$ cat config.mk
export PLATFORM = sky130hd
export DESIGN_NAME = vtpy_cell
export DESIGN_NICKNAME = d
export VERILOG_FILES = /design/src/hdl/vtpy_pkg.sv /design/src/hdl/vtpy_cell.sv
export SDC_FILE = /design/constraint.sdc
export NUM_CORES = 1
export LEC_CHECK = 0
export CAP_MARGIN = 10
export CORE_MARGIN = 4
export CORE_UTILIZATION = 30
export CTS_BUF_LIST = sky130_fd_sc_hd__clkbuf_8
export CTS_CLUSTER_DIAMETER = 60
export DETAILED_ROUTE_END_ITERATION = 10
export DONT_BUFFER_PORTS = 1
export SYNTH_ARGS = -nofsm -noshare
export SYNTH_HDL_FRONTEND = slang
export SYNTH_SLANG_ARGS = --single-unit
$ cat constraint.sdc
create_clock -name clock -period 8 [get_ports clock]
set_input_delay 0.8 -clock clock [delete_from_list [all_inputs] [get_ports clock]]
set_output_delay 0.8 -clock clock [all_outputs]
set_load 0.05 [all_outputs]
$ cat src/hdl/vtpy_pkg.sv
// Package for the direction vector to pitch and yaw block.
// Holds the arctangent table, fixed-point constants and shared types. No dependencies.
`timescale 1ns / 1ps
package vtpy_pkg;
   localparam int FRAC_GUARD   = 8;
   localparam int TABLE_LEN    = 24;
   localparam int ANGLE_W      = 17;
   localparam int ACC_W        = 28;
   localparam int INV_GAIN_Q16 = 39797;
   localparam int FULL_TURN    = 92160;
   localparam int PITCH_UP     = 90 * 256;
   localparam int PITCH_DOWN   = 270 * 256;
   localparam int HALF_TURN_Q16 = 180 * 65536;

   typedef logic [ANGLE_W-1:0] angle_type;

   function automatic logic signed [ACC_W-1:0] atan_entry(input int idx);
      logic signed [ACC_W-1:0] r;
      case (idx)
         0: r = 28'sd2949120;   1: r = 28'sd1740967;  2: r = 28'sd919879;
         3: r = 28'sd466945;    4: r = 28'sd234379;   5: r = 28'sd117304;
         6: r = 28'sd58666;     7: r = 28'sd29335;    8: r = 28'sd14668;
         9: r = 28'sd7334;     10: r = 28'sd3667;    11: r = 28'sd1833;
         12: r = 28'sd917;     13: r = 28'sd458;     14: r = 28'sd229;
         15: r = 28'sd115;     16: r = 28'sd57;      17: r = 28'sd29;
         18: r = 28'sd14;      19: r = 28'sd7;       20: r = 28'sd4;
         21: r = 28'sd2;       22: r = 28'sd1;
         default: r = '0;
      endcase
      return r;
   endfunction

   // Rounds an accumulator in units of 2^-16 degree to degrees * 256 in [0, 360).
   function automatic angle_type to_angle(input logic signed [ACC_W-1:0] acc);
      logic signed [ACC_W-1:0] r;
      r = (acc + ACC_W'(128)) >>> 8;
      if (r < 0) r = r + ACC_W'(FULL_TURN);
      if (r >= ACC_W'(FULL_TURN)) r = r - ACC_W'(FULL_TURN);
      return r[ANGLE_W-1:0];
   endfunction
endpackage

$ cat src/hdl/vtpy_cell.sv
// One CORDIC vectoring stage with its own pipeline register.
// Depends on vtpy_pkg.
`timescale 1ns / 1ps
module vtpy_cell #(
   parameter int DW = 34,
   parameter int STAGE = 0,
   parameter int SIDE_W = 1
) (
   input  logic                              clock,
   input  logic                              enable,
   input  logic signed [DW-1:0]              x_i,
   input  logic signed [DW-1:0]              y_i,
   input  logic signed [vtpy_pkg::ACC_W-1:0] acc_i,
   input  logic [SIDE_W-1:0]                 side_i,
   output logic signed [DW-1:0]              x_o,
   output logic signed [DW-1:0]              y_o,
   output logic signed [vtpy_pkg::ACC_W-1:0] acc_o,
   output logic [SIDE_W-1:0]                 side_o
);
   import vtpy_pkg::*;
   logic signed [DW-1:0]    x_in, y_in, x_ff, y_ff;
   logic signed [ACC_W-1:0] acc_in, acc_ff;
   logic [SIDE_W-1:0]       side_ff;

   always_comb begin
      if (STAGE >= TABLE_LEN) begin
         x_in = x_i; y_in = y_i; acc_in = acc_i;
      end else if (!y_i[DW-1]) begin
         x_in = x_i + (y_i >>> STAGE);
         y_in = y_i - (x_i >>> STAGE);
         acc_in = acc_i + atan_entry(STAGE);
      end else begin
         x_in = x_i - (y_i >>> STAGE);
         y_in = y_i + (x_i >>> STAGE);
         acc_in = acc_i - atan_entry(STAGE);
      end
   end

   always_ff @(posedge clock) begin
      if (enable) begin
         x_ff <= x_in; y_ff <= y_in; acc_ff <= acc_in; side_ff <= side_i;
      end
   end

   assign x_o = x_ff;
   assign y_o = y_ff;
   assign acc_o = acc_ff;
   assign side_o = side_ff;
endmodule

==> results of run 1 <==
[path summary, 6_finish.rpt]
path	start	end	slack, ps	cells after the start
min	acc_i[7]	acc_o[7]	510	0
max	x_i[11]	y_o[32]	4440	11
[worst max-delay path, delay by kind of cell]
kind / cells / cell delay (ps)
AO/OA/AOI/OAI: 6 / 1670
XOR/XNOR: 1 / 160
adder cells (fa/ha/maj): 1 / 490
AND/OR/NAND/NOR: 2 / 530
buffers and inverters: 1 / 20
[stage by stage]
| stage | power [mW] | worst slack (ps) | hold slack (ps) | instance area, um^2 | util (%) |
|---|---|---|---|---|---|
| finish | 1.85 | 4440 | 506 | 9750 | 31.9 |
| global route | 1.94 | 4380 | 475 | 9750 | 31.9 |
| CTS | 1.87 | 4540 | 472 | 9750 | 31.9 |
| detailed placement | 1.50 | 4110 | 899 | 9540 | 31.2 |
| global placement | 1.50 | 4110 | 899 | 9540 | 31.2 |
| floorplan | 1.36 | 4500 | 899 | 9290 | - |
[report_power, final]
part / leakage, nW / internal, mW / switching (mW)
logic: 2.87 / 0.199 / 0.326
registers: 0.940 / 0.663 / 0.304
clock network: 0.103 / 0.174 / 0.188
total: 3.91 / 1.04 / 0.818
[cell usage in the layout (no fill, tap or decap), types with 16 or more instances in the layout]
| cell | synthesis | routed |
|---|---|---|
| o21ai_0 | 54 | 54 |
| inv_1 | 107 | 107 |
| nand3_1 | 16 | 16 |
| xnor2_1 | 57 | 57 |
| nor2_1 | 79 | 79 |
| nor2b_1 | 17 | 17 |
| ha_1 | 109 | 109 |
| nor3_1 | 19 | 19 |
| nand2b_1 | 20 | 20 |
| edfxtp_1 | 96 | 96 |
| a21oi_1 | 117 | 117 |
| nand2_1 | 49 | 49 |
[flip-flops by register name, summed over array words and instances (netlist names)]
signal	flops
y_o	33
side_o	1
x_o	34
acc_o	28
[cell families (layout without fill, tap and decap cells)]
kind of cell / Yosys count / in the layout / synth area share [%]
compound gates: 331 / 331 / 24.4
xor+xnor: 72 / 72 / 6.79
fa+ha+maj: 113 / 113 / 15.6
buf+inv: 159 / 127 / 7.10
flops: 96 / 96 / 31.0
mux: 15 / 15 / 1.62
simple gates: 250 / 250 / 13.5
[final cells by class]
class | instances | area, um^2
clock buffer | 9 | 124
fill | 3208 | 20800
tap | 396 | 495
clock inverter | 6 | 85.1
multi-input combinational | 781 | 5740
inverter | 112 | 420
sequential | 96 | 2880
[layer usage]
metal	up-vias	wire [um]	track usage, %
met5	-	0	0
met4	0	683	5.47
met3	43	2780	5.09
met2	347	13400	26.4
met1	3709	12700	22.0
li1	3627	-	-
==> run metrics, run 1 <==
outcome=finished clean; Post-Route WL=29.5 mm; CTS HTree Levels=3; Residual DRC=0; die area=33800 um^2; Yosys reg bits=96; Max VDD drop=70.3 uV; layout overhead on the synthesized area=5.01%; fin cells=1400; setup violators final=0; CP max-delay cell=a221oi_1; Total GRT Usage=16.8%; CTS sink cnt=96; Post-synth EDFFs=96; Worst slew margin=38.4%; Core Footprint=30600 um^2; count leader, synth=a21oi_1; Mapped Nets=1248; DR pass1 iterations=5; Cells after Synth=1036; hpwl dp=23.2 mm; number of hold violations in the final report=0; share of cells above drive strength 1=5.78%; Leak=3.91 nW; Nets=1212; synth unique cells=89; synth top area cells=edfxtp_1 (31%), ha_1 (15%), a21oi_1 (6.3%), xnor2_1 (5.4%), inv_1 (4.3%); number of cells upsized or downsized after cts=0; io pins=196; CP endpoint kind=flop; WP data required=8130 ps; pwr/cell area=190 nW/um^2; routability cong.=0.944; Async S/R FF share, synth=0%; CP max stage delay=610 ps; Mapped Avg Cell Area=8.96 um^2; Clk pin slew, worst setup/hold paths=90 ps; total gr overflow=0; CP Max Fanout=13; diode count=0; port bufs=0; post-CTS setup buffer count=0; Initial DRC Count=724; pin count of the biggest net entering global routing=99; Worst Path Arrival=3690 ps; vias in the first global route=7465; dominant synthesized flop cell=edfxtp_1; Slew Limit Fails=0; Max Cap Viol=0; final setup TNS=0 ps; RSZ-0062 raised after global routing=false; largest area contributor in the netlist=edfxtp_1; Max clock buf depth=2; ANT nets after route=0; Slew @ Worst Pin=923 ps; die span in y=184 um; CP Class=input port to flop; mean routed wirelength per cell=21.1 um; YS warnings=0; register area share after synthesis=31.0%; FMAX=281 MHz; via/cell ratio=5.52; Via Count=7726; CTS Hold Buffers Added=0; top-area cell type share of the netlist area=31.0%; Root Buffer=clkbuf_8; final worst path period need=3560 ps; Hold Path Class=input port to flop; period utilization=44.5%; Placed Cells=1385; Cell Rows=64; CTS Buf Count=9; Mapped Area=9290 um^2; Die W=184 um; CTS tree=yes; Initial Util=30.4%; Commonest cells post-synth=a21oi_1 (117), ha_1 (109), inv_1 (107), edfxtp_1 (96), nor2_1 (79); CP cell instances=inv_1, ha_1, and2_4, a221oi_2, o221ai_1, a221oi_1, o21ai_1, and2_1, a31oi_1, a311oi_2, xor2_1; Worst Setup Start Kind=input port; first-pass GRT wire length=44.4 mm; initial antenna violation count=0
No activity file was read; power rests on OpenSTA's default activity.
==> run 2: changes to the inputs <==
Settings changed: ABC_AREA set to 1.
Clock period 8 ns to 3 ns, I/O delays scaled along.
==> run metrics, run 2 <==
outcome=finished clean; pin count of the biggest net entering global routing=92; Hold Path End=acc_o[16]; largest area contributor in the netlist=edfxtp_1; CP max stage delay=630 ps; final setup TNS=0 ps; most frequent cells in the layout=nand2_1 (413), inv_1 (207), nand3_1 (145); Worst slew margin=41.0%; io pins=196; DR pass1 iterations=6; final worst path period need=2230 ps; via/cell ratio=5.16; setup violators final=0; Met1 Wirelength=17.4 mm; Mapped Nets=1770; Clk pin slew, worst setup/hold paths=130 ps; register area share after synthesis=27.4%; Hold Path Class=input port to flop; CP Buf/Inv Count=1; CP Max Fanout=13; Cells after Synth=1558; pwr/cell area=450 nW/um^2; Top cell by count, worst path=nand2_1; CTS tree=yes; Yosys reg bits=96; fin util=32.6%; hpwl dp=31.6 mm; number of cells upsized or downsized after cts=0; Core Footprint=34500 um^2; synth top area cells=edfxtp_1 (27%), nand2_1 (15%), ha_1 (13%), inv_1 (7.4%), nand3_1 (6.9%); Gate power share=33.2%; Leak=5.29 nW; ANT nets after route=0; Max clock buf depth=2; top-area cell type share of the netlist area=27.4%; Post-Route WL=38.5 mm; max FFs per register=34; metal3 WL=2.45 mm; initial antenna violation count=0; sw frac=48.0%; YS warnings=0; post-CTS setup buffer count=0; Slew @ Worst Pin=886 ps; synth unique cells=42; RSZ-0062 raised after global routing=false; FMAX=449 MHz; Initial DRC Count=874; Mapped Area=10500 um^2; Via Count=10372; routability cong.=0.941; count leader, synth=nand2_1; CTS Buf Count=9; top sig layer=met4; worst hold path cell count=1; Max Cap Viol=0; Clk pwr share=18.7%; family with the most delay on the worst path=simple AND/OR/NAND/NOR gates; Pint=2.64 mW; Mapped Avg Cell Area=6.75 um^2; Worst Setup Start Kind=input port; Initial Util=30.4%; Cell Rows=68; Nets=1763; layout overhead on the synthesized area=7.15%; CTS sink cnt=96; fin cells=2011; Root Buffer=clkbuf_8; CTS HTree Levels=3; met2 WL=17.5 mm; most common cell after layout, fill and taps aside=nand2_1; Post-synth EDFFs=96; CP endpoint kind=flop; total gr overflow=0; diode count=0; Worst Path Arrival=2420 ps; Async S/R FF share, synth=0%; Worst Hold Launch=acc_i[16]; Placed Cells=1976; port bufs=0; die area=38100 um^2; CP max-delay cell=ha_1; dpl cell area=10900 um^2; vias in the first global route=10003; Residual DRC=0; CP Class=input port to flop; filler instances=3805; Total GRT Usage=19.7%; dominant synthesized flop cell=edfxtp_1; die span in y=195 um; Commonest cells post-synth=nand2_1 (413), inv_1 (206), nand3_1 (145), a21oi_1 (143), nor2_1 (141); CP cell instances=inv_1, ha_1, nand2_1, nor2_1, nand2_1, o211ai_1, nand2_1, nand2_1, nor2_1, o31ai_1; Slew Limit Fails=0; Die W=195 um; first-pass GRT wire length=58.6 mm; share of cells above drive strength 1=3.92%; number of hold violations in the final report=0; Finished Cell Area=11300 um^2; Seq pwr share=48.1%; period utilization=74.3%; WP data required=3190 ps; P_sw=2.43 mW; mean routed wirelength per cell=19.1 um; Max VDD drop=246 uV
[run 2: cell types whose count changed after synthesis, sizes merged, moves of 9 or more]
cell | previous run | this run
nand2 | 50 | 422
nand3 | 17 | 147
inv | 109 | 212
nor2 | 80 | 151
xnor2 | 57 | 5
o21ai | 71 | 102
a21oi | 122 | 146
nand2b | 20 | 0
nor2b | 17 | 0
clkbuf | 20 | 6
mux2i | 15 | 1
xor2 | 15 | 29
a211oi | 11 | 0
buf | 27 | 36
[run 2: cell type report]
| type | instances | area [um^2] | share of cell area (%) |
|---|---|---|---|
| Clock buffer | 9 | 124 | 1.10 |
| Clock inverter | 7 | 71.3 | 0.633 |
| Inverter | 213 | 800 | 7.09 |
| Multi-Input combinational cell | 1207 | 6580 | 58.4 |
| Sequential cell | 96 | 2880 | 25.6 |
| Tap cell | 455 | 569 | 5.05 |
| Timing Repair Buffer | 24 | 245 | 2.18 |
[run 2: cell families (layout without fill, tap and decap cells)]
family          after synthesis  in the layout  share of synthesized area (%)
xor+xnor                     34             34                           2.83
simple gates                763            763                           30.5
compound gates              296            296                           15.3
buf+inv                     255            253                           10.1
fa+ha+maj                   113            113                           13.7
mux                           1              1                         0.0952
flops                        96             96                           27.4
[run 2: worst max-delay path by stage]
stage	start	slack, ps	depth (start not counted)	to
floorplan	y_i[33]	700	14	acc_o[25]
global placement	x_i[3]	440	10	y_o[14]
detailed placement	x_i[3]	440	11	x_o[32]
CTS	x_i[3]	910	11	x_o[32]
global route	x_i[3]	590	10	y_o[14]
finish	x_i[3]	770	10	y_o[14]
[run 2: repair_timing]
item / CTS / global route
endpoints found under the hold margin: 108 / 0
hold buffers: 19 / 0
setup endpoints to repair: 0 / 0
[run 2: routing by layer]
metal | GRT usage (%) | vias up
met1 | 26.3 | 4832
met2 | 32.7 | 382
met3 | 3.07 | 56
met5 | 0 | -
met4 | 6.52 | 0
li1 | - | 5102
[run 2: through the flow]
step	power [mW]	worst slack (ps)	hold WS, ps
3_3_place_gp	4.06	439	399
4_1_cts	5.10	910	49.3
3_5_place_dp	4.07	437	399
6_report	5.07	772	98.6
2_1_floorplan	3.61	700	399
5_1_grt	5.38	586	95.1
[run 2: power by group through the flow]
stage	registers, mW	clock network (mW)	logic [mW]
after global placement	2.48	0	1.59
after CTS	2.45	0.996	1.66
after detailed placement	2.47	0	1.60
after floorplan	2.41	0	1.20
final	2.44	0.946	1.68
after global routing	2.45	1.04	1.89
